`src/hdl/pngdf_ram.sv`:
```
// Generic single-write, single-read synchronous RAM with registered read.
// Standalone; no package dependency.
`default_nettype none

module pngdf_ram #(
    parameter int  WIDTH = 8,
    parameter int  DEPTH = 16,
    localparam int AW    = $clog2(DEPTH)
) (
    input  wire logic             clk,
    input  wire logic             wr_en,
    input  wire logic [AW-1:0]    wr_addr,
    input  wire logic [WIDTH-1:0] wr_data,
    input  wire logic             rd_en,
    input  wire logic [AW-1:0]    rd_addr,
    output logic      [WIDTH-1:0] rd_data
);

    logic [WIDTH-1:0] mem_reg [DEPTH];
    logic [WIDTH-1:0] rd_data_reg;

    // Write port
    always_ff @(posedge clk)
    begin
        if (wr_en)
        begin
            mem_reg[wr_addr] <= wr_data;
        end
    end

    // Read port, hold data between reads
    always_ff @(posedge clk)
    begin
        if (rd_en)
        begin
            rd_data_reg <= mem_reg[rd_addr];
        end
    end

    assign rd_data = rd_data_reg;

endmodule

`default_nettype wire

```
`config.mk`:
```
export PLATFORM = sky130hd
export DESIGN_NAME = pngdf_ram
export DESIGN_NICKNAME = d
export VERILOG_FILES = /design/src/hdl/pngdf_ram.sv
export SDC_FILE = /design/constraint.sdc
export NUM_CORES = 1
export LEC_CHECK = 0
export ABC_AREA = 1
export BUFFER_PORTS_ARGS = -buffer_cell sky130_fd_sc_hd__buf_2
export CORE_MARGIN = 3
export CORE_UTILIZATION = 35
export CTS_CLUSTER_DIAMETER = 100
export DETAILED_ROUTE_END_ITERATION = 10
export GPL_TIMING_DRIVEN = 0
export PLACE_DENSITY_LB_ADDON = 0.3
export SLEW_MARGIN = 25
export SYNTH_ARGS = -nofsm -noshare
export SYNTH_HDL_FRONTEND = slang
export SYNTH_SLANG_ARGS = --single-unit
```
`constraint.sdc`:
```
create_clock -name clk -period 3.3 [get_ports clk]
set_input_delay 0.66 -clock clk [delete_from_list [all_inputs] [get_ports clk]]
set_output_delay 0.66 -clock clk [all_outputs]
set_load 0.01 [all_outputs]
```
==> impl_metrics.tcl <==
set metrics [dict create \
    fill_cells 1582 \
    rows 46 \
    synth_nets 570 \
    synth_area_sq_mm 0.00585 \
    grtUsageTotal 0.171 \
    final.min_clock_period_ps 1810 \
    grt_pass1_vias 3852 \
    endpoint_kind "register" \
    gp_congestion 0.842 \
    fin_nets 612 \
    clk_path_buf_depth 2 \
    path_clk_slew_ps 50 \
    clkSinkCount 136 \
    grt_max_degree 17 \
    instances_no_fill 821 \
    hpwl_um 9750 \
    root_buffer "clkbuf_16" \
    postCtsSetupRepairBufs 0 \
    cts_tree "yes" \
    multi_input_area_sq_mm 0.00121 \
    dp.cells 790 \
    antenna_found_initial 0 \
    cp_num_buf_inv 1 \
    fmaxAchievable_mhz 553 \
    maxCapViolations 0 \
    largest_reg_flops 128 \
    die_h_um 135 \
    top_layer "met4" \
    required_ps 3330 \
    ys_seq_elements 136 \
    period_share 0.548 \
    drtIter0Drc 355 \
    viasPerCell 4.73 \
    hold_class "input port to register" \
    critPathTopFamily "simple AND/OR/NAND/NOR gates" \
    slowest_stage "nor2_1" \
    portBuffers 23 \
    yosys.area.top_type "edfxtp_1" \
    ios 27 \
    synth_warnings 0 \
    die_w_um 135 \
    yosys-top-cells-area "edfxtp_1 (70%), nand2_1 (11%), nand3_1 (8.3%)" \
    fin_worst_skew_ps 6.79 \
    start_util 0.363 \
    wl_met2_um 6990 \
    regArea_sq_mm 0.00408 \
    syn_area_per_cell_sq_um 10.6 \
    coreArea_sq_mm 0.0161 \
    cts_buffers 17 \
    wl_per_cell_um 18.2 \
    drive_gt1_frac 0.119 \
    slew_viol_final 0 \
    synth_top_cell_area_share 0.698 \
    status "complete, no violations" \
    relSlewSlack 0.313 \
    drt-met1-wl_um 6760 \
    yosysSeqAreaShare 0.698 \
    rsz0062_at_grt "no" \
    worst_slew_pin_slew_ps 1030 \
    power_density_mw_per_mm2 597 \
    mostFrequentLayoutCell "nand2_1" \
    die_area_sq_mm 0.0183 \
    power.leakage_nw 2.89 \
    final_hold_viol_count 0 \
    route.met3.wl_um 935 \
    drt.antenna.violating_nets 0 \
    area_growth_syn_to_layout_pct 16.3 \
    setup_viol 0 \
    tns_ps 0 \
    final_cell_mix "nand2_1 (173), edfxtp_1 (136), inv_1 (100)" \
    grt_pass1_wl_um 22500 \
    syn_inst 551 \
    yosysUniqueCellTypes 11 \
    finalWirelength_um 15000 \
    irDropWorstVdd_v 0.000353 \
    cp.arrival_ps 1840 \
    crit_chain "buf_2 -> nand3b_1 -> nor2_1" \
    drc 0 \
    insertion_delay_ps 420 \
    setup.worst_path.start_class "input port" \
    total_power_mw 4.06 \
    path_class "input port to register" \
    cp_max_fo 8 \
    critPathMaxStageDelay_ps 820 \
    via_count 3882 \
    grt.overflow.total 0 \
    post_cts_resized 0 \
    drt_pass1_iterations 7 \
    hold_buffers 0 \
    n_antenna_cell 0 \
    cts-htree-levels 4 \
]
## worst paths after layout
| kind | cells past startpoint | slack, ps | start | end |
|---|---|---|---|---|
| worst max register to register | 6 | 2120 | mem_reg[11][5] | rd_data[5] |
| worst min register to register | 6 | 780 | mem_reg[4][6] | rd_data[6] |
| worst max-delay path | 3 | 1490 | wr_addr[3] | mem_reg[4][3] |
| worst min-delay path | 1 | 610 | rd_en | rd_data[5] |
## cell usage after synthesis
| library cell | instances |
|---|---|
| nand3b_1 | 2 |
| nor2_1 | 17 |
| buf_2 | 13 |
| buf_1 | 1 |
| inv_2 | 2 |
| nand3_1 | 97 |
| nand2_1 | 173 |
| edfxtp_1 | 136 |
| buf_6 | 6 |
| inv_1 | 100 |
| buf_4 | 4 |
## cells by family (layout without fill, tap and decap cells)
kind of cell           Yosys count  after routing  share of synthesized area
and+or+nand+nor                289            289                      0.208
buffers and inverters          126            180                     0.0939
DFF                            136            136                      0.698
## layout make-up
cell class                      count  share of cell area
Buffer                             24              0.0245
Sequential cell                   136               0.600
Timing Repair Buffer               23              0.0169
Inverter                          102              0.0563
Tap cell                          216              0.0397
Multi-Input combinational cell    289               0.178
Clock buffer                       21              0.0648
Clock inverter                     10              0.0189
## worst register-to-register path: stages (launching register included)
cell,delay [ps]
edfxtp_1,360
inv_1,60
nand2_1,40
nand3_1,130
nand3_1,120
nand3_1,140
nand2_1,80
## power breakdown
part,switching (mW),internal [mW],total [mW]
clock network,0.671,1.17,1.84
registers,0.00903,1.95,1.96
logic,0.186,0.0726,0.259
total,0.866,3.19,4.06
## metal layers
| layer | track usage | vias to the layer above |
|---|---|---|
| met4 | 0.0694 | 0 |
| met1 | 0.233 | 1867 |
| met5 | 0 | - |
| met2 | 0.267 | 128 |
| li1 | - | 1867 |
| met3 | 0.0390 | 20 |
## metrics by stage
stage	hold slack [ps]	worst slack, ps	instance area, sq um	util
after global routing	608	1490	6800	0.422
after detailed placement	763	1060	6230	0.387
after floorplan	683	1690	5850	-
final	613	1490	6800	0.422
after CTS	593	1510	6800	0.422
after global placement	767	1120	6230	0.387
Note: power is estimated with default switching activity, not from simulation.
