<file path="src/hdl/pngdf_pkg.sv">
// Shared types and constants of the PNG scanline defilter.
// Used by every module under hdl except pngdf_ram; depends on nothing.
`default_nettype none

package pngdf_pkg;

    // Image size limits
    localparam int MAX_WIDTH   = 4096;
    localparam int MAX_HEIGHT  = 16384;
    localparam int STORE_DEPTH = MAX_WIDTH * 4;

    // Derived widths
    localparam int BYTE_W  = 8;
    localparam int ADDR_W  = $clog2(STORE_DEPTH);
    localparam int COL_W   = $clog2(STORE_DEPTH + 1);
    localparam int WEFF_W  = $clog2(MAX_WIDTH + 1);
    localparam int HEFF_W  = $clog2(MAX_HEIGHT + 1);

    // Configuration registers
    localparam int WCFG_W     = 13;
    localparam int HCFG_W     = 15;
    localparam int CFG_DATA_W = 15;
    localparam int CFG_IDX_W  = 2;

    localparam logic [CFG_IDX_W-1:0] CFG_WIDTH_PIXELS = 2'd0;
    localparam logic [CFG_IDX_W-1:0] CFG_HEIGHT_ROWS  = 2'd1;
    localparam logic [CFG_IDX_W-1:0] CFG_HAS_ALPHA    = 2'd2;

    // Row filter types
    typedef enum logic [2:0] {
        FILT_NONE  = 3'd0,
        FILT_SUB   = 3'd1,
        FILT_UP    = 3'd2,
        FILT_AVG   = 3'd3,
        FILT_PAETH = 3'd4
    } filter_t;

    // What an accepted request turns into at the reconstruction stage
    typedef enum logic [1:0] {
        ITEM_CLEAR = 2'd0,
        ITEM_PIXEL = 2'd1,
        ITEM_ERROR = 2'd2
    } item_kind_t;

    typedef struct packed {
        item_kind_t        kind;
        filter_t           filt;
        logic [BYTE_W-1:0] data;
        logic              up_zero;
        logic              row_end;
        logic              image_end;
        logic [ADDR_W-1:0] addr;
    } item_t;

endpackage

`default_nettype wire

</file>
<file path="src/hdl/pngdf_recon.sv">
// Reconstruction stage: filter prediction, left/upper-left pixel history,
// line store write-back and the output register.
// Depends on pngdf_pkg.
`default_nettype none

module pngdf_recon (
    input  wire logic                           clk,
    input  wire logic                           rst_n,
    input  wire logic                           item_valid,
    input  wire pngdf_pkg::item_t               item,
    input  wire logic [pngdf_pkg::BYTE_W-1:0]   rd_data,
    input  wire logic                           has_alpha,
    output logic                                s1_advance,
    output logic                                wr_en,
    output logic [pngdf_pkg::ADDR_W-1:0]        wr_addr,
    output logic [pngdf_pkg::BYTE_W-1:0]        wr_data,
    output logic                                pixel_valid,
    input  wire logic                           pixel_ready,
    output logic [pngdf_pkg::BYTE_W-1:0]        pixel_byte,
    output logic                                row_end,
    output logic                                image_end,
    output logic                                bad_filter
);

    localparam int BW = pngdf_pkg::BYTE_W;

    logic [BW-1:0] left_reg   [4];
    logic [BW-1:0] upleft_reg [4];

    logic          pixel_valid_reg;
    logic [BW-1:0] pixel_byte_reg;
    logic          row_end_reg;
    logic          image_end_reg;
    logic          bad_filter_reg;

    logic [1:0]    sel;
    logic [BW-1:0] left;
    logic [BW-1:0] upleft;
    logic [BW-1:0] up;
    logic [BW-1:0] pred;
    logic [BW-1:0] res;
    logic [BW:0]   avg_sum;
    logic          fire;
    logic          is_pixel;
    logic          is_error;

    logic signed [BW+1:0] da, db, dc;
    logic        [BW+1:0] pa, pb, pc;
    logic        [BW-1:0] paeth;

    // Pick neighbors one pixel back
    assign sel    = has_alpha ? 2'd3 : 2'd2;
    assign left   = left_reg[sel];
    assign upleft = upleft_reg[sel];
    assign up     = item.up_zero ? '0 : rd_data;

    // Paeth predictor: distances of a+b-c to a, b and c
    always_comb
    begin
        da = $signed({2'b00, up}) - $signed({2'b00, upleft});
        db = $signed({2'b00, left}) - $signed({2'b00, upleft});
        dc = $signed({2'b00, left}) + $signed({2'b00, up}) - $signed({1'b0, upleft, 1'b0});
        pa = da[BW+1] ? 10'(-da) : 10'(da);
        pb = db[BW+1] ? 10'(-db) : 10'(db);
        pc = dc[BW+1] ? 10'(-dc) : 10'(dc);
        if (pa <= pb && pa <= pc)
            paeth = left;
        else if (pb <= pc)
            paeth = up;
        else
            paeth = upleft;
    end

    assign avg_sum = {1'b0, left} + {1'b0, up};

    // Prediction by row filter
    always_comb
    begin
        case (item.filt)
            pngdf_pkg::FILT_SUB:   pred = left;
            pngdf_pkg::FILT_UP:    pred = up;
            pngdf_pkg::FILT_AVG:   pred = avg_sum[BW:1];
            pngdf_pkg::FILT_PAETH: pred = paeth;
            default:               pred = '0;
        endcase
    end

    assign res        = item.data + pred;
    assign s1_advance = !pixel_valid_reg || pixel_ready;
    assign fire       = s1_advance && item_valid;
    assign is_pixel   = (item.kind == pngdf_pkg::ITEM_PIXEL);
    assign is_error   = (item.kind == pngdf_pkg::ITEM_ERROR);

    // Write the restored byte back for the next row
    assign wr_en   = fire && is_pixel;
    assign wr_addr = item.addr;
    assign wr_data = res;

    // Shift pixel history; clear it at each row start
    always_ff @(posedge clk or negedge rst_n)
    begin
        if (!rst_n)
        begin
            for (int i = 0; i < 4; i++)
            begin
                left_reg[i]   <= '0;
                upleft_reg[i] <= '0;
            end
        end
        else if (fire)
        begin
            case (item.kind)
                pngdf_pkg::ITEM_PIXEL:
                begin
                    for (int i = 3; i > 0; i--)
                    begin
                        left_reg[i]   <= left_reg[i-1];
                        upleft_reg[i] <= upleft_reg[i-1];
                    end
                    left_reg[0]   <= res;
                    upleft_reg[0] <= up;
                end
                pngdf_pkg::ITEM_CLEAR, pngdf_pkg::ITEM_ERROR:
                begin
                    for (int i = 0; i < 4; i++)
                    begin
                        left_reg[i]   <= '0;
                        upleft_reg[i] <= '0;
                    end
                end
                default:
                begin
                end
            endcase
        end
    end

    // Output register valid
    always_ff @(posedge clk or negedge rst_n)
    begin
        if (!rst_n)
            pixel_valid_reg <= 1'b0;
        else if (s1_advance)
            pixel_valid_reg <= item_valid && (is_pixel || is_error);
    end

    // Output register payload
    always_ff @(posedge clk)
    begin
        if (fire)
        begin
            pixel_byte_reg <= is_pixel ? res : '0;
            row_end_reg    <= is_pixel && item.row_end;
            image_end_reg  <= is_pixel && item.image_end;
            bad_filter_reg <= is_error;
        end
    end

    assign pixel_valid = pixel_valid_reg;
    assign pixel_byte  = pixel_byte_reg;
    assign row_end     = row_end_reg;
    assign image_end   = image_end_reg;
    assign bad_filter  = bad_filter_reg;

`ifndef NO_ASSERTIONS
    a_error_fields: assert property (@(posedge clk) disable iff (!rst_n)
        (pixel_valid_reg && bad_filter_reg) |->
            (pixel_byte_reg == '0 && !row_end_reg && !image_end_reg))
        else $error("error result carries pixel data or end flags");

    a_image_end_row_end: assert property (@(posedge clk) disable iff (!rst_n)
        (pixel_valid_reg && image_end_reg) |-> row_end_reg)
        else $error("image end without row end");

    a_stalled_read_holds: assert property (@(posedge clk) disable iff (!rst_n)
        (item_valid && !s1_advance) |=> $stable(rd_data))
        else $error("line store data changed under a stalled request");
`endif

endmodule

`default_nettype wire

</file>
<file path="config.mk">
export PLATFORM = sky130hd
export DESIGN_NAME = pngdf_recon
export DESIGN_NICKNAME = d
export VERILOG_FILES = /design/src/hdl/pngdf_pkg.sv /design/src/hdl/pngdf_recon.sv
export SDC_FILE = /design/constraint.sdc
export NUM_CORES = 1
export LEC_CHECK = 0
export ABC_AREA = 0
export BUFFER_PORTS_ARGS = -buffer_cell sky130_fd_sc_hd__buf_2
export CORE_MARGIN = 4
export CORE_UTILIZATION = 50
export DETAILED_ROUTE_END_ITERATION = 12
export PLACE_DENSITY = 0.72
export SYNTH_ARGS = -nofsm -noshare
export SYNTH_HDL_FRONTEND = slang
export SYNTH_SLANG_ARGS = --single-unit
</file>
<file path="constraint.sdc">
create_clock -name clk -period 12.9 [get_ports clk]
set_input_delay 2.58 -clock clk [delete_from_list [all_inputs] [get_ports clk]]
set_output_delay 2.58 -clock clk [all_outputs]
set_load 0.05 [all_outputs]
</file>
==> impl_results.md <==
* GP Congestion at 0.9283
* Fin util at 57.08%
* Pre-antenna DRT Iters at 5
* Footprint of the multi-input gates at 4114 um^2
* Comb pwr share at 63.6%
* Post-synthesis mux area share at 4.018%
* Leak at 3.561 nW
* Synth Area in Adders at 17.50%
* Die footprint at 14840 um^2
* Most common cell after layout, fill and taps aside: ha_1
* Ratio of cells with drive above 1 in the final layout at 15.32%
* CTS tree: done
* Crit-path slowest cell: or4_1
* Synth area leaders: dfrtp_1 (25%), ha_1 (14%), a22o_1 (7.4%), edfxtp_1 (5.1%), inv_1 (4.1%)
* Antenna Cells at 0
* Hold WS at 479.5 ps
* Final instance area at 7232 um^2
* Final hold vios at 0
* Critical Path AT at 9760 ps
* Cell internal pwr at 0.0007755 W
* Mean Syn Cell Area at 9.334 um^2
* DR vias at 5360
* Crit. End Element: output port
* Clock Skews at 7.095 ps
* Tmin final at 12340 ps
* First-pass GRT wire length at 26.99 mm
* Final setup fails at 0
* Switching Fraction at 46.31%
* Vias in the first global route at 5327
* Max Cap Viol at 0
* Async SR Flop Fraction at 85.53%
* TNS Setup at 0 ps
* XOR/XNOR Fraction of Synth Area at 5.409%
* Routed WL at 16.70 mm
* Worst-Margin Slew at 790.9 ps
* Synth top area share at 25.11%
* Die Wd at 121.8 um
* Leading area contributor after synthesis: dfrtp_1
* DRC at 0
* PortBufs at 50
* Grt total ovfl at 0
* Synth Area in Compound Gates at 22.97%
* IO Pins at 79
* Critical path peak fanout at 14
* WS Path Type: in -> out
* Peak Freq at 81.03 MHz
* Area of the core at 12670 um^2
* Num rows at 41
* Initial core utilization at 51.12%
* CP max stage delay at 460 ps
* Sequential share of the synthesized area at 30.21%
* Ys flop type: dfrtp_1
* Commonest cells after routing, fill and taps aside: ha_1 (73), inv_1 (71), dfrtp_1 (65), a22o_1 (55), buf_2 (48)
* Area grow syn2layout at 11.65%
* WP data required at 10320 ps
* Slew HR at 47.27%
* Initial antenna violation count at 0
* Chip height at 121.8 um
* Status: finished, final reports clean
* Syn Inst Count at 694
* Mapped Area at 6477 um^2
* CTS max path bufs at 2
* Worst Hold Class: reg -> reg
* Clock Power Share at 16.2%
* Synth warn at 0
* Final worst-path setup slack at 558.2 ps
* Clk_lat worst skew at 330 ps
* Flop pwr share at 20.2%
* Crit share post-route at 95.67%
* Hold buffer count at CTS at 0
* Peak supply drop at 142.5 uV
* Fillers at 1113
* CP Launch Type: primary input
* Max Slew Vio Count at 0
* P per Cell Area at 199.8 nW/um^2
* Total CTS buffers at 9
* Nets at 866
* Most frequent CP cell: a21oi_1
* Post-DP HPWL at 13.26 mm
* Global Route Usage Sum at 22.87%
* Pre-CTS setup slack at -46.56 ps
* Switch Pwr at 0.0006691 W
* Simple-Gate Fraction of Synth Area at 12.57%
* Root buf cell: clkbuf_16
* CTS sink cnt at 76
* Reg area at 1957 um^2
* Maximum number of pins on one net before global-route repair at 67
* Largest family of logic cells by synthesized area: compound AO/OA/AOI/OAI gates
* Synth Register Bits at 76
* WL/cell at 18.23 um
* Count of cell types in the netlist at 62
* Post-route ant nets at 0
* Initial DRC count at 517
* Clock transition at path regs at 60 ps
* Post-synth EDFFs at 11
* Placed cell area at 6878 um^2
* CTS H-tree lvls at 3
* DR vias/cell at 5.852
## worst max-delay path: cells and delay by family
kind                     cells  cell delay [ps]
AO/OA/AOI/OAI               17             2930
XOR/XNOR                     2              410
adder cells (fa/ha/maj)      4             1150
buffers and inverters        5              750
multiplexers                 2              520
AND/OR/NAND/NOR              6             1370
## routing by layer
layer | GRT usage [%] | part of all wire (%) | wire [um]
met3 | 3.343 | 4.7 | 793
met2 | 38.16 | 49 | 8228
met5 | 0 | 0 | 0
met4 | 6.022 | 1.7 | 284
met1 | 31.31 | 44 | 7390
## path summary, 6_finish.rpt
path                                      from             end  slack [ps]  cells after the start
max in group asynchronous                rst_n    left_reg[16]        9970                      2
min in group asynchronous                rst_n  upleft_reg[11]        2420                      2
worst min-delay path            upleft_reg[30]  upleft_reg[30]         480                      2
worst min register to register  upleft_reg[30]  upleft_reg[30]         480                      2
worst max-delay path                 has_alpha      wr_data[7]         560                     36
worst max register to register     left_reg[8]   pixel_byte[7]        5110                     37
## cell families (layout without fill, tap and decap cells)
logic type | after synthesis | after routing
flip-flops | 76 | 76
buffers and inverters | 107 | 155
AO/OA/AOI/OAI | 205 | 205
XOR/XNOR | 40 | 40
adder cells (fa/ha/maj) | 84 | 84
multiplexers | 25 | 25
other | 2 | 4
AND/OR/NAND/NOR | 155 | 155
## stage by stage
step                      instances  total power, W
after CTS                       914        0.001428
after global placement          898        0.001162
after global routing            916        0.001568
after detailed placement        898        0.001186
final                           916        0.001445
after floorplan                 696       0.0009859
## area by class of cell
type                    instances  share of cell area [%]
inverters                      71                   3.685
multi-input cells             513                   56.89
clock inverters                 7                  0.7785
clock buffers                   9                   3.114
flip-flops and latches         76                   27.06
well taps                     172                   2.976
repair buffers                 68                   5.502
## power by group through the flow
stage	Combinational, W	Sequential, W	Clock (W)
finish	0.000919	0.000292	0.000234
global route	0.00103	0.000296	0.000247
CTS	0.000898	0.000292	0.000238
detailed placement	0.000890	0.000296	0
global placement	0.000868	0.000294	0
floorplan	0.000683	0.000303	0
## what timing repair did
action | CTS | global route
cloned | 0 | 0
hold endpoints to repair | 0 | 0
setup buffers | 0 | 2
endpoints found under the setup margin | 1 | 2
pin swaps | 0 | 3
gates resized for setup | 1 | 16
## Yosys cell counts (16+ instances only)
cell type / count
a21o_1: 18
a21oi_1: 38
a22o_1: 55
clkbuf_1: 16
dfrtp_1: 65
ha_1: 73
inv_1: 71
mux2i_1: 17
nand2_1: 31
nor2_1: 33
o21ai_0: 29
xnor2_1: 27
Note: power is estimated with default switching activity, not from simulation.
