$ cat config.mk
export PLATFORM = sky130hd
export DESIGN_NAME = pngdf_ctrl
export DESIGN_NICKNAME = d
export VERILOG_FILES = /design/src/hdl/pngdf_pkg.sv /design/src/hdl/pngdf_ctrl.sv
export SDC_FILE = /design/constraint.sdc
export NUM_CORES = 1
export LEC_CHECK = 0
export BUFFER_PORTS_ARGS = -buffer_cell sky130_fd_sc_hd__buf_2
export CORE_MARGIN = 2
export CORE_UTILIZATION = 30
export DETAILED_ROUTE_END_ITERATION = 12
export PLACE_DENSITY = 0.51
export SLEW_MARGIN = 20
export SYNTH_ARGS = -nofsm -noshare
export SYNTH_HDL_FRONTEND = slang
export SYNTH_SLANG_ARGS = --single-unit
$ cat constraint.sdc
create_clock -name clk -period 6.88 [get_ports clk]
set_input_delay 1.376 -clock clk [delete_from_list [all_inputs] [get_ports clk]]
set_output_delay 1.376 -clock clk [all_outputs]
set_load 0.02 [all_outputs]
$ cat src/hdl/pngdf_pkg.sv
// Shared types and constants of the PNG scanline defilter.
// Used by every module under hdl except pngdf_ram; depends on nothing.
`default_nettype none

package pngdf_pkg;

    // Image size limits
    localparam int MAX_WIDTH   = 4096;
    localparam int MAX_HEIGHT  = 16384;
    localparam int STORE_DEPTH = MAX_WIDTH * 4;

    // Derived widths
    localparam int BYTE_W  = 8;
    localparam int ADDR_W  = $clog2(STORE_DEPTH);
    localparam int COL_W   = $clog2(STORE_DEPTH + 1);
    localparam int WEFF_W  = $clog2(MAX_WIDTH + 1);
    localparam int HEFF_W  = $clog2(MAX_HEIGHT + 1);

    // Configuration registers
    localparam int WCFG_W     = 13;
    localparam int HCFG_W     = 15;
    localparam int CFG_DATA_W = 15;
    localparam int CFG_IDX_W  = 2;

    localparam logic [CFG_IDX_W-1:0] CFG_WIDTH_PIXELS = 2'd0;
    localparam logic [CFG_IDX_W-1:0] CFG_HEIGHT_ROWS  = 2'd1;
    localparam logic [CFG_IDX_W-1:0] CFG_HAS_ALPHA    = 2'd2;

    // Row filter types
    typedef enum logic [2:0] {
        FILT_NONE  = 3'd0,
        FILT_SUB   = 3'd1,
        FILT_UP    = 3'd2,
        FILT_AVG   = 3'd3,
        FILT_PAETH = 3'd4
    } filter_t;

    // What an accepted request turns into at the reconstruction stage
    typedef enum logic [1:0] {
        ITEM_CLEAR = 2'd0,
        ITEM_PIXEL = 2'd1,
        ITEM_ERROR = 2'd2
    } item_kind_t;

    typedef struct packed {
        item_kind_t        kind;
        filter_t           filt;
        logic [BYTE_W-1:0] data;
        logic              up_zero;
        logic              row_end;
        logic              image_end;
        logic [ADDR_W-1:0] addr;
    } item_t;

endpackage

`default_nettype wire

$ cat src/hdl/pngdf_ctrl.sv
// Stream sequencer: configuration registers, row and column counters,
// line store read issue and the request register feeding reconstruction.
// Depends on pngdf_pkg.
`default_nettype none

module pngdf_ctrl (
    input  wire logic                               clk,
    input  wire logic                               rst_n,
    input  wire logic                               cfg_we,
    input  wire logic [pngdf_pkg::CFG_IDX_W-1:0]    cfg_index,
    input  wire logic [pngdf_pkg::CFG_DATA_W-1:0]   cfg_data,
    input  wire logic                               stream_valid,
    output logic                                    stream_ready,
    input  wire logic [pngdf_pkg::BYTE_W-1:0]       stream_byte,
    input  wire logic                               s1_advance,
    output logic                                    item_valid,
    output pngdf_pkg::item_t                        item,
    output logic                                    rd_en,
    output logic [pngdf_pkg::ADDR_W-1:0]            rd_addr,
    output logic                                    has_alpha
);

    localparam int COL_W  = pngdf_pkg::COL_W;
    localparam int WEFF_W = pngdf_pkg::WEFF_W;
    localparam int HEFF_W = pngdf_pkg::HEFF_W;
    localparam int RW1    = HEFF_W + 1;

    logic [pngdf_pkg::WCFG_W-1:0] width_reg;
    logic [pngdf_pkg::HCFG_W-1:0] height_reg;
    logic                         alpha_reg;

    logic [COL_W-1:0]  col_reg, col_next;
    logic [HEFF_W-1:0] row_reg, row_next;
    logic              discard_reg, discard_next;
    pngdf_pkg::filter_t filt_reg, filt_next;
    logic              item_valid_reg, item_valid_next;
    pngdf_pkg::item_t  item_reg, item_next;

    logic [WEFF_W-1:0] weff;
    logic [HEFF_W-1:0] heff;
    logic [COL_W-1:0]  stride;
    logic [COL_W-1:0]  col_dec;
    logic              accept;
    logic              col_at_end;
    logic              last_row;
    logic [COL_W-1:0]  adv_col;
    logic [HEFF_W-1:0] adv_row;

    // Configuration writes
    always_ff @(posedge clk or negedge rst_n)
    begin
        if (!rst_n)
        begin
            width_reg  <= pngdf_pkg::WCFG_W'(1);
            height_reg <= pngdf_pkg::HCFG_W'(1);
            alpha_reg  <= 1'b0;
        end
        else if (cfg_we)
        begin
            case (cfg_index)
                pngdf_pkg::CFG_WIDTH_PIXELS: width_reg  <= cfg_data[pngdf_pkg::WCFG_W-1:0];
                pngdf_pkg::CFG_HEIGHT_ROWS:  height_reg <= cfg_data[pngdf_pkg::HCFG_W-1:0];
                pngdf_pkg::CFG_HAS_ALPHA:    alpha_reg  <= cfg_data[0];
                default:
                begin
                end
            endcase
        end
    end

    // Clamp width and height, derive row length in bytes
    always_comb
    begin
        if (width_reg == '0)
            weff = WEFF_W'(1);
        else if (32'(width_reg) > pngdf_pkg::MAX_WIDTH)
            weff = WEFF_W'(pngdf_pkg::MAX_WIDTH);
        else
            weff = WEFF_W'(width_reg);

        if (height_reg == '0)
            heff = HEFF_W'(1);
        else if (32'(height_reg) > pngdf_pkg::MAX_HEIGHT)
            heff = HEFF_W'(pngdf_pkg::MAX_HEIGHT);
        else
            heff = HEFF_W'(height_reg);

        if (alpha_reg)
            stride = COL_W'({weff, 2'b00});
        else
            stride = COL_W'({weff, 1'b0}) + COL_W'(weff);
    end

    assign accept       = stream_valid && stream_ready;
    assign stream_ready = !item_valid_reg || s1_advance;

    // Position after the current pixel byte
    assign col_at_end = (col_reg >= stride);
    assign last_row   = ((RW1'(row_reg) + RW1'(1)) >= RW1'(heff));
    assign adv_col    = col_at_end ? '0 : col_reg + COL_W'(1);
    assign adv_row    = col_at_end ? (last_row ? '0 : row_reg + HEFF_W'(1)) : row_reg;
    assign col_dec    = col_reg - COL_W'(1);

    // Sequence filter bytes, pixel bytes and discarded bytes
    always_comb
    begin
        col_next        = col_reg;
        row_next        = row_reg;
        discard_next    = discard_reg;
        filt_next       = filt_reg;
        item_valid_next = item_valid_reg;
        item_next       = item_reg;

        if (s1_advance)
            item_valid_next = 1'b0;

        if (accept)
        begin
            item_valid_next     = 1'b0;
            item_next.kind      = pngdf_pkg::ITEM_PIXEL;
            item_next.filt      = filt_reg;
            item_next.data      = stream_byte;
            item_next.up_zero   = (row_reg == '0);
            item_next.row_end   = col_at_end;
            item_next.image_end = col_at_end && last_row;
            item_next.addr      = col_dec[pngdf_pkg::ADDR_W-1:0];

            if (discard_reg)
            begin
                if (col_reg == '0)
                begin
                    col_next = COL_W'(1);
                end
                else
                begin
                    col_next = adv_col;
                    row_next = adv_row;
                    if (col_at_end && last_row)
                        discard_next = 1'b0;
                end
            end
            else if (col_reg == '0)
            begin
                col_next        = COL_W'(1);
                item_valid_next = 1'b1;
                if (stream_byte > pngdf_pkg::BYTE_W'(pngdf_pkg::FILT_PAETH))
                begin
                    discard_next   = 1'b1;
                    item_next.kind = pngdf_pkg::ITEM_ERROR;
                end
                else
                begin
                    filt_next      = pngdf_pkg::filter_t'(stream_byte[2:0]);
                    item_next.kind = pngdf_pkg::ITEM_CLEAR;
                end
            end
            else
            begin
                item_valid_next = 1'b1;
                col_next        = adv_col;
                row_next        = adv_row;
            end
        end
    end

    // Control state
    always_ff @(posedge clk or negedge rst_n)
    begin
        if (!rst_n)
        begin
            col_reg        <= '0;
            row_reg        <= '0;
            discard_reg    <= 1'b0;
            filt_reg       <= pngdf_pkg::FILT_NONE;
            item_valid_reg <= 1'b0;
        end
        else
        begin
            col_reg        <= col_next;
            row_reg        <= row_next;
            discard_reg    <= discard_next;
            filt_reg       <= filt_next;
            item_valid_reg <= item_valid_next;
        end
    end

    // Request payload
    always_ff @(posedge clk)
    begin
        item_reg <= item_next;
    end

    // Read the prior row byte for every pixel request
    assign rd_en      = accept && !discard_reg && (col_reg != '0);
    assign rd_addr    = col_dec[pngdf_pkg::ADDR_W-1:0];
    assign item_valid = item_valid_reg;
    assign item       = item_reg;
    assign has_alpha  = alpha_reg;

`ifndef NO_ASSERTIONS
    a_stall_has_item: assert property (@(posedge clk) disable iff (!rst_n)
        !stream_ready |-> item_valid_reg)
        else $error("input stalled with empty request register");

    a_discard_no_item: assert property (@(posedge clk) disable iff (!rst_n)
        (accept && discard_reg) |=> !item_valid_reg)
        else $error("discarded byte produced a request");

    a_pixel_reads: assert property (@(posedge clk) disable iff (!rst_n)
        rd_en |=> (item_valid_reg && item_reg.kind == pngdf_pkg::ITEM_PIXEL))
        else $error("line store read without pixel request");
`endif

endmodule

`default_nettype wire

==> metrics.md, run 1 <==
| Metric | Value |
|---|---|
| Outcome | `finished clean` |
| Post-detail-place hpwl | `11500 um` |
| Final setup viols | `0` |
| Input/output buffers | `77` |
| Routed via count | `5115` |
| PostCTS Resize Cnt | `0` |
| Critical Path, Cell by Cell | `nor4_1 > nand4_1 > a21oi_1 > ha_1 > ha_1 > o21a_1 > a2bb2oi_1 > o21ai_0 > nand3_1 > and4_1 > a221o_1 > ha_1 > nand4_1 > nor2_1 > a2111oi_2 > nand3_2 > nor4_1 > a21o_1` |
| Core Area | `0.0202 sq mm` |
| Endpoint class of the critical path | `flip-flop` |
| CTS clk-pin slew, worst paths | `0.07 ns` |
| # rows | `52` |
| Share of cells above drive strength 1 | `19.5%` |
| Largest net degree at the start of global routing | `65` |
| Clock Latency Late Sink | `0.35 ns` |
| Average size of a mapped cell | `9.64 sq um` |
| Met2 usage | `22.0%` |
| Antenna-violating nets left | `0` |
| Post-synth cell types | `73` |
| RSZ-0062 raised after global routing | `no` |
| Placer Congestion | `0.893` |
| PD cells | `roughly 330 mW/mm^2` |
| Register area share after synthesis | `40.6%` |
| Overall Global Routing Usage | `between 10 and 15%` |
| Setup TNS | `0 ns` |
| Worst slew pin tran | `about 0.96 ns` |
| PnR worst setup slack | `approximately 1.5 ns` |
| Pre-CTS WS | `around 1.6 ns` |
| CTS tree | `done` |
| Commonest non-fill, non-tap cell in the layout | `buf_2` |
| Syn_nets | `slightly above 700` |
| Starting Density | `30.5%` |
| Die X-Extent | `147 um` |
| Vias per inst | `5.26` |
| Post-synth EDFFs | `30` |
| Clk Tree Root Cell | `clkbuf_16` |
| Required @ worst endpoint | `between 7 and 8 ns` |
| Worst hold path depth | `0` |
| Minimum clock period | `5.42 ns` |
| Largest stage delay, worst path | `approximately 0.62 ns` |
| Remaining routing DRC violations | `0` |
| Fmax | `roughly 0.18 GHz` |
| Synth warnings | `0` |
| H-tree depth | `3` |
| Routing usage on met1 | `about a fifth` |
| Die area | `0.0217 sq mm` |
| Cell depth of the worst flop-to-flop path | `18` |
| Num ports | `78` |
| Min-Delay Endpoint | `item[27]$_DFFE_PP_` |
| Reg2reg start | `width_reg[7]$_DFFE_PN0P_` |
| Max reg flops | `30` |
| Share of flip-flops with an asynchronous set or reset | `68.1%` |
| Fill cells | `around 2100` |
| Final Skew | `0.00656 ns` |
| Initial antenna violation count | `0` |
| Worst path most repeated cell | `ha_1` |
| Number of max-cap violations | `0` |
| Most frequent cells in the layout | `buf_2 (77), nand2_1 (70), dfrtp_1 (62)` |
| Max clock buf depth | `2` |
| # hold bufs at CTS | `0` |
| Reg2Reg Setup Slack | `1.46 ns` |
| Number of global-route vias before repair | `4799` |
| Worst hold path type | `reg -> reg` |
| Slew Limit Headroom | `35.0%` |
| First-pass DRT Iterations | `5` |
| Post-Syn Area | `0.00617 sq mm` |
| Yosys reg bits | `94` |
| Max-slew violations | `0` |
| Grt ovf | `0` |
| Min-delay src | `filt_reg[2]$_DFFE_PN0P_` |
| Num CTS Buffers | `9` |
| Die outline height | `147 um` |
| Nets | `767` |
| Peak supply drop | `0.121 mV` |
| Final Hold Fails | `0` |
| GR peak layer | `met2` |
| GR Layer Usage met3 | `2.87%` |
| Gate Count Post-Synth | `640` |
| Static leakage | `3.08 nW` |
| CP Class | `reg -> reg` |
| Crit path max fanout | `24` |
| Antenna cell count | `0` |
| Routed length per instance | `16.0 um` |
| R2R Path End | `col_reg[5]$_DFFE_PN0P_` |
| Crit share post-route | `between 70% and 80%` |
| Post-CTS setup buffers | `0` |
| Area growth from synthesis to layout | `14.4%` |
| Post-Route WL | `15500 um` |
| Most used DFF post-synth | `dfrtp_1` |
| Clock sink count | `94` |
| Arrival @ worst endpoint | `around 5.7 ns` |
| CP max-delay cell | `dfrtp_1` |
| Startpoint Class | `flip-flop` |
| Initial DRC count | `399` |
| First-pass GRT wire length | `25500 um` |
synthesized netlist by cell type (4+ instances only):
library cell  instances  area, sq um
o21a_1                5         37.5
a211o_1               4         35.0
buf_4                 4         30.0
xor2_1               13          114
xnor2_1              20          175
o21ai_0              41          205
nand3_1              24          120
clkbuf_1             20         75.1
mux2_2               24          270
edfxtp_1             30          901
a31oi_1               5         31.3
o221ai_1              6         52.6
or2_2                 4         25.0
ha_1                 39          488
nand2b_1             10         62.6
a22o_1               11         96.3
a211oi_1              5         37.5
nand4_1               9         56.3
dfrtp_1              62         1550
nor2_1               38          143
nor2b_1              13         81.3
nor4_1               16          100
o21bai_1              5         37.5
nand2_1              70          263
nor3_1               13         65.1
nor3b_1               8         60.1
a22oi_1               5         37.5
buf_1                 4         15.0
inv_1                22         82.6
a21oi_1              22          110
o211ai_1              5         37.5
and3_1                7         43.8
a21o_1               13         97.6
buf_2                 4         20.0
metal layers:
| metal | routed length, um | up-vias |
|---|---|---|
| li1 | - | 2482 |
| met1 | 7470 | 2441 |
| met2 | 6840 | 183 |
| met3 | 1060 | 9 |
| met4 | 153 | 0 |
| met5 | 0 | - |
critical path: cells and delay by family, from the launching register on:
| family | cells | cell delay (ns) |
|---|---|---|
| and+or+nand+nor | 8 | 2.00 |
| DFF | 1 | 0.62 |
| AOI/OAI and AO/OA | 7 | 1.77 |
| adders and majority gates | 3 | 0.94 |
power by group:
part | internal, mW | total, mW | switching, mW
sequential | 0.705 | 0.838 | 0.133
combinational | 0.368 | 0.956 | 0.588
clock | 0.293 | 0.510 | 0.218
total | 1.37 | 2.30 | 0.938
worst max path at each step:
stage / from / slack (ns) / depth (start not counted) / end
after global placement: width_reg[7]$_DFFE_PN0P_ / 1.80 / 18 / col_reg[6]$_DFFE_PN0P_
after CTS: width_reg[7]$_DFFE_PN0P_ / 1.51 / 18 / col_reg[5]$_DFFE_PN0P_
after detailed placement: width_reg[7]$_DFFE_PN0P_ / 1.57 / 18 / col_reg[5]$_DFFE_PN0P_
after floorplan: width_reg[1]$_DFFE_PN0P_ / 2.59 / 19 / col_reg[11]$_DFFE_PN0P_
final: width_reg[7]$_DFFE_PN0P_ / 1.46 / 18 / col_reg[5]$_DFFE_PN0P_
after global routing: width_reg[7]$_DFFE_PN0P_ / 0.96 / 18 / col_reg[5]$_DFFE_PN0P_
through the flow:
| stage | std cells | cell area (sq um) | util, % | hold slack [ns] | total power [mW] |
|---|---|---|---|---|---|
| 2_1_floorplan | 640 | 6170 | - | 0.421 | 1.53 |
| 3_3_place_gp | 957 | 6760 | 33.4 | 0.426 | 1.79 |
| 3_5_place_dp | 957 | 6760 | 33.4 | 0.434 | 1.81 |
| 4_1_cts | 973 | 7050 | 34.9 | 0.449 | 2.33 |
| 5_1_grt | 973 | 7050 | 34.9 | 0.458 | 2.47 |
| 6_report | 973 | 7050 | 34.9 | 0.443 | 2.30 |
cell type report:
| class | instances | area, sq um | area share, % |
|---|---|---|---|
| Multi-Input combinational cell | 489 | 3420 | 48.4 |
| Inverter | 23 | 86.3 | 1.22 |
| Timing Repair Buffer | 81 | 415 | 5.89 |
| Clock buffer | 13 | 250 | 3.55 |
| Clock inverter | 3 | 43.8 | 0.621 |
| Tap cell | 270 | 338 | 4.79 |
| Sequential cell | 94 | 2500 | 35.5 |
cells by family after synthesis:
logic type / Yosys count / share of synthesized area [%]
AOI/OAI and AO/OA: 158 / 18.2
and+or+nand+nor: 233 / 19.8
buffers and inverters: 57 / 4.10
xor gates and xnor gates: 33 / 4.69
muxes: 26 / 4.71
adders and majority gates: 39 / 7.91
DFF: 94 / 40.6
Power figures use the tool's default switching activity.
==> run 2: changes to the inputs <==
- ABC_AREA: not set -> 1
- clock period: 6.88 -> 5 ns (I/O delays scaled with it)
==> run 2 against run 1 <==
  * First-iteration DRC count shrank 33%
  * Critical path depth grew 12
  * Worst setup slack lost 0.89 ns
==> metrics.md, run 2 <==
| Metric | Value |
|---|---|
| Outcome | `finished clean` |
| Final setup viols | `0 (unchanged)` |
| Overall Global Routing Usage | `13.8% (-0.67 points)` |
| RSZ-0062 raised after global routing | `no` |
| Starting Density | `30.4% (-0.11 points)` |
| Core Area | `0.0201 sq mm (-0.64%)` |
| Minimum clock period | `4.43 ns (-0.990 ns)` |
| CP Class | `reg -> reg` |
| Register area share after synthesis | `41.0% (+0.41 points)` |
| Initial DRC count | `267 (-33%)` |
| Fmax | `0.226 GHz (+22%)` |
| Top cells by area, synth | `dfrtp_1 (25%), edfxtp_1 (15%), nand2_1 (12%)` |
| Post-Route WL | `14200 um (-8.7%)` |
| Yosys reg bits | `94 (unchanged)` |
| Max clock buf depth | `2 (unchanged)` |
| Hold_ws | `0.446 ns (+0.00306 ns)` |
| Worst hold path type | `reg -> reg` |
| Final Skew | `0.00676 ns (+0.000205 ns)` |
| # hold bufs at CTS | `0 (unchanged)` |
| First-pass GRT wire length | `23700 um (-6.8%)` |
| Crit path max fanout | `16 (-33%)` |
| Most used DFF post-synth | `dfrtp_1` |
| Post-layout util | `34.9% (about the same)` |
| First-pass DRT Iterations | `4 (-1)` |
| Commonest non-fill, non-tap cell in the layout | `nand2_1` |
| Antenna-violating nets left | `0 (unchanged)` |
| Met2 wire length | `5920 um (-14%)` |
| Placer Congestion | `0.879 (-1.6%)` |
| Share of flip-flops with an asynchronous set or reset | `68.1% (unchanged)` |
| Clock Latency Late Sink | `0.35 ns (about the same)` |
| PD cells | `483 mW/mm^2 (+48%)` |
| PostCTS Resize Cnt | `0 (unchanged)` |
| CTS tree | `done` |
| Post-Syn Area | `0.00611 sq mm (-0.99%)` |
| CTS clk-pin slew, worst paths | `0.07 ns (about the same)` |
| CP max-delay cell | `dfstp_2` |
| Die outline height | `147 um (-0.48%)` |
| Clock sink count | `94 (unchanged)` |
| # rows | `52 (unchanged)` |
| Endpoint class of the critical path | `flip-flop` |
| Pre-CTS WS | `0.583 ns (-0.982 ns)` |
| Placed cells | `1099 (+15%)` |
| Required @ worst endpoint | `5.29 ns (-1.88 ns)` |
| Met3 routed WL | `576 um (-46%)` |
| Worst slew pin tran | `0.927 ns (-0.0353 ns)` |
| Uppermost layer routed | `met4` |
| Post-synth top cells | `nand2_1 (190), inv_1 (109), dfrtp_1 (62)` |
| Die X-Extent | `147 um (-0.48%)` |
| Grt ovf | `0 (unchanged)` |
| Share of cells above drive strength 1 | `17.6% (-1.9 points)` |
| Number of max-cap violations | `0 (unchanged)` |
| Slew Limit Headroom | `38.1% (+3.0 points)` |
| DP Area | `0.00672 sq mm (-0.63%)` |
| Synth warnings | `0 (unchanged)` |
| Static leakage | `3.53 nW (+15%)` |
| Max reg flops | `30 (unchanged)` |
| Nets | `909 (+19%)` |
| PnR worst setup slack | `0.570 ns (-0.890 ns)` |
| H-tree depth | `3 (unchanged)` |
| Most common cell in the netlist | `nand2_1` |
| Input/output buffers | `77 (unchanged)` |
| Peak supply drop | `0.175 mV (+45%)` |
| Vias per inst | `4.46 (-15%)` |
| Final Hold Fails | `0 (unchanged)` |
| Total Power | `3.39 mW (+47%)` |
| Final instance area | `0.00701 sq mm (-0.67%)` |
| Largest stage delay, worst path | `0.55 ns (-0.07 ns)` |
| Post-synth cell types | `47 (-36%)` |
| Cell taking the most area after synthesis | `dfrtp_1` |
| Average size of a mapped cell | `7.94 sq um (-18%)` |
| Routed length per instance | `12.7 um (-20%)` |
| Most frequent cells in the layout | `nand2_1 (190), inv_1 (109), buf_2 (77)` |
| Syn_nets | `838 (+18%)` |
| Initial antenna violation count | `0 (unchanged)` |
| Worst path most repeated cell | `nand2_1` |
| Arrival @ worst endpoint | `4.72 ns (-0.99 ns)` |
| Num ports | `78 (unchanged)` |
| Startpoint Class | `flip-flop` |
| Num CTS Buffers | `9 (unchanged)` |
| Antenna cell count | `0 (unchanged)` |
| Post-CTS setup buffers | `0 (unchanged)` |
| Number of global-route vias before repair | `4696 (-2.1%)` |
| Post-synth EDFFs | `30 (unchanged)` |
| Die area | `0.0215 sq mm (-0.96%)` |
| Top cell type's share of synthesized area | `25.4% (+0.25 points)` |
| Post-detail-place hpwl | `11100 um (-3.4%)` |
| Metal-1 WL | `7530 um (+0.71%)` |
| Remaining routing DRC violations | `0 (unchanged)` |
| Largest net degree at the start of global routing | `40 (-38%)` |
| Crit share post-route | `88.6% (+9.8 points)` |
| Clk Tree Root Cell | `clkbuf_16` |
| Area growth from synthesis to layout | `14.7%` |
| Non-filler instance count after layout | `1115 (+15%)` |
| Routed via count | `4973 (-2.8%)` |
| Setup TNS | `0 ns (unchanged)` |
| Gate Count Post-Synth | `769 (+20%)` |
| Max-slew violations | `0 (unchanged)` |
run 2: worst paths after layout:
check,startpoint,cells after the start,slack [ns],endpoint
worst min-delay path,filt_reg[2]$_DFFE_PN0P_,0,0.45,item[27]$_DFFE_PP_
min in group asynchronous,rst_n,1,0.67,height_reg[7]$_DFFE_PN0P_
max in group asynchronous,rst_n,2,3.37,col_reg[14]$_DFFE_PN0P_
worst min register to register,filt_reg[2]$_DFFE_PN0P_,0,0.45,item[27]$_DFFE_PP_
worst max register to register,width_reg[0]$_DFFE_PN1P_,30,0.57,row_reg[2]$_DFFE_PN0P_
worst max-delay path,width_reg[0]$_DFFE_PN1P_,30,0.57,row_reg[2]$_DFFE_PN0P_
run 2: cells by family after synthesis:
family / synth area share [%]
AO/OA/AOI/OAI: 9.59
XOR/XNOR: 4.57
adder cells (fa/ha/maj): 7.99
buffers and inverters: 8.97
flip-flops: 41.0
multiplexers: 0.369
AND/OR/NAND/NOR: 27.5
run 2: worst max-delay path, delay by kind of cell (launching register included):
kind,cells,cell delay [ns]
AO/OA/AOI/OAI,1,0.42
flip-flops,1,0.55
AND/OR/NAND/NOR,24,2.58
buffers and inverters,2,0.14
adder cells (fa/ha/maj),3,0.67
run 2: report_power, final:
group	switching (mW)	internal [mW]	total, mW
Sequential	0.161	1.02	1.18
Combinational	1.01	0.523	1.53
Clock	0.325	0.350	0.676
Total	1.50	1.89	3.39
run 2: per-layer routing:
layer,vias up,track usage [%]
met5,-,0
met4,0,3.83
met3,9,3.25
met2,100,20.8
met1,2209,19.8
li1,2655,-
run 2: cell type report:
type | count | area [sq um]
repair buffers | 80 | 408
clock buffers | 9 | 225
clock inverters | 7 | 63.8
well taps | 270 | 338
fillers | 2139 | 13100
multi-input cells | 545 | 3050
flip-flops and latches | 94 | 2500
inverters | 110 | 413
==> run 3: changes to the inputs <==
- CELL_PAD_IN_SITES_DETAIL_PLACEMENT: not set -> 1
- CELL_PAD_IN_SITES_GLOBAL_PLACEMENT: not set -> 1
- PLACE_DENSITY: 0.51 -> 0.63
- SETUP_SLACK_MARGIN: not set -> 0.1
==> run 3 against run 2 <==
  * Wire length increased by 11%
  * First-iteration DRC count fell by 24%
  * Non-clock buffer count is 3 higher
  * Worst setup slack gained 0.12 ns
  * Largest power group unchanged
==> metrics.md, run 3 (same netlist as run 2, synthesis figures left out) <==
| Metric | Value |
|---|---|
| Outcome | `finished clean` |
| Overall Global Routing Usage | `15.2% (+1.4 points)` |
| Non-filler instance count after layout | `1118 (+0.27%)` |
| Setup TNS | `0 ns (unchanged)` |
| Slew Limit Headroom | `40.7% (+2.6 points)` |
| Antenna cell count | `0 (unchanged)` |
| Max-slew violations | `0 (unchanged)` |
| Number of max-cap violations | `0 (unchanged)` |
| PD cells | `487 mW/mm^2 (+0.81%)` |
| Fmax | `0.232 GHz (+2.8%)` |
| Most frequent cells in the layout | `nand2_1 (190), inv_1 (109), buf_2 (77)` |
| Hold_ws | `0.450 ns (+0.00351 ns)` |
| Peak supply drop | `0.183 mV (+4.6%)` |
| Post-detail-place hpwl | `12400 um (+12%)` |
| Num ports | `78 (unchanged)` |
| PostCTS Resize Cnt | `0 (unchanged)` |
| First-pass GRT wire length | `26300 um (+11%)` |
| Max clock buf depth | `2 (unchanged)` |
| Endpoint class of the critical path | `flip-flop` |
| Commonest non-fill, non-tap cell in the layout | `nand2_1` |
| Psw | `1.53 mW (+2.4%)` |
| Nets | `912 (+0.33%)` |
| Clk Tree Root Cell | `clkbuf_16` |
| Initial DRC count | `204 (-24%)` |
| First-pass DRT Iterations | `4 (unchanged)` |
| DP Area | `0.00672 sq mm (unchanged)` |
| Max reg flops | `30 (unchanged)` |
| CTS clk-pin slew, worst paths | `0.07 ns (about the same)` |
| Routed via count | `5126 (+3.1%)` |
| Initial antenna violation count | `0 (unchanged)` |
| H-tree depth | `3 (unchanged)` |
| Switching part of the total power | `44.7% (+0.45 points)` |
| Num CTS Buffers | `9 (unchanged)` |
| Clk pwr share | `20.0% (about the same)` |
| Worst slew pin tran | `0.887 ns (-0.0393 ns)` |
| Post-Route WL | `15700 um (+11%)` |
| Arrival @ worst endpoint | `4.61 ns (-0.11 ns)` |
| Die outline height | `147 um (unchanged)` |
| Largest net degree at the start of global routing | `42 (+5.0%)` |
| Minimum clock period | `4.31 ns (-0.119 ns)` |
| Required @ worst endpoint | `5.30 ns (about the same)` |
| # hold bufs at CTS | `0 (unchanged)` |
| Worst path most repeated cell | `nand2_1` |
| Final instance area | `0.00705 sq mm (+0.55%)` |
| Fill cells | `2456 (+15%)` |
| Grt ovf | `0 (unchanged)` |
| Worst hold path type | `reg -> reg` |
| Crit path max fanout | `16 (unchanged)` |
| Final setup viols | `0 (unchanged)` |
| Input/output buffers | `77 (unchanged)` |
| Final Hold Fails | `0 (unchanged)` |
| Remaining routing DRC violations | `0 (unchanged)` |
| Clock Latency Late Sink | `0.36 ns (about the same)` |
| # rows | `52 (unchanged)` |
| Placed cells | `1099 (unchanged)` |
| Share of cells above drive strength 1 | `17.9% (+0.29 points)` |
| Die area | `0.0215 sq mm (unchanged)` |
| Static leakage | `3.55 nW (+0.66%)` |
| Vias per inst | `4.58 (+2.8%)` |
| Clock sink count | `94 (unchanged)` |
| Core Area | `0.0201 sq mm (unchanged)` |
| Crit share post-route | `86.2% (-2.4 points)` |
| Post-layout util | `35.0% (+0.19 points)` |
| Share of power burned in registers | `34.4% (-0.3 points)` |
| Combinational share of power | `45.6% (+0.3 points)` |
| Number of global-route vias before repair | `5104 (+8.7%)` |
| Largest stage delay, worst path | `0.54 ns (about the same)` |
| Starting Density | `30.4% (unchanged)` |
| RSZ-0062 raised after global routing | `no` |
| CTS tree | `done` |
| Die X-Extent | `147 um (unchanged)` |
| Placer Congestion | `0.804 (-8.5%)` |
| CP Class | `reg -> reg` |
| Final Skew | `0.0128 ns (+0.00604 ns)` |
| Startpoint Class | `flip-flop` |
| Area growth from synthesis to layout | `15.4%` |
| Post-CTS setup buffers | `0 (unchanged)` |
| CP max-delay cell | `dfstp_2` |
| Internal Power | `1.90 mW (+0.55%)` |
| Routed length per instance | `14.1 um (+11%)` |
| Antenna-violating nets left | `0 (unchanged)` |
-- run 3: cell count changes in the layout (fill, tap and decap cells not counted), sizes merged --
cell      delta
inv          -2
clkinvlp     -1
clkinv       +3
buf          +3
-- run 3: final timing paths --
kind / from / to / slack (ns) / cells past startpoint
setup / recovery: width_reg[0]$_DFFE_PN1P_ / row_reg[5]$_DFFE_PN0P_ / 0.69 / 31
max in group asynchronous: rst_n / col_reg[12]$_DFFE_PN0P_ / 3.38 / 2
setup reg to reg: width_reg[0]$_DFFE_PN1P_ / row_reg[5]$_DFFE_PN0P_ / 0.69 / 31
min in group asynchronous: rst_n / height_reg[14]$_DFFE_PN0P_ / 0.69 / 1
hold / removal: filt_reg[2]$_DFFE_PN0P_ / item[27]$_DFFE_PP_ / 0.45 / 0
hold reg to reg: filt_reg[2]$_DFFE_PN0P_ / item[27]$_DFFE_PP_ / 0.45 / 0
-- run 3: cell type report --
cell class,instances,area (sq um),share of cell area (%)
clock buffer,9,225,3.20
clock inverter,7,67.6,0.959
inverter,110,413,5.86
multi-input combinational,545,3050,43.3
sequential,94,2500,35.6
tap,270,338,4.79
timing repair buffer,83,443,6.29
-- run 3: layer usage --
layer | global-route usage, % | share of wire, %
met2 | 23.2 | 44
met1 | 21.8 | 51
met4 | 4.22 | 1.0
met5 | 0 | 0
met3 | 3.13 | 4.2
-- run 3: power groups by stage --
stage	clock network (mW)	registers (mW)	logic [mW]
finish	0.687	1.18	1.56
global route	0.739	1.21	1.77
CTS	0.711	1.18	1.58
detailed placement	0	1.20	1.57
global placement	0	1.19	1.55
floorplan	0	1.24	1.07
-- run 3: stage by stage --
step           power (mW)  setup slack [ns]
2_1_floorplan        2.31              1.42
3_3_place_gp         2.75             0.583
3_5_place_dp         2.77             0.470
4_1_cts              3.47             0.458
5_1_grt              3.72             0.231
6_report             3.43             0.689
-- run 3: worst max-delay path, delay by kind of cell (launching register included) --
kind	cells	cell delay [ns]
DFF	1	0.54
buffers and inverters	3	0.33
adders and majority gates	3	0.66
and+or+nand+nor	24	2.33
AOI/OAI and AO/OA	1	0.40
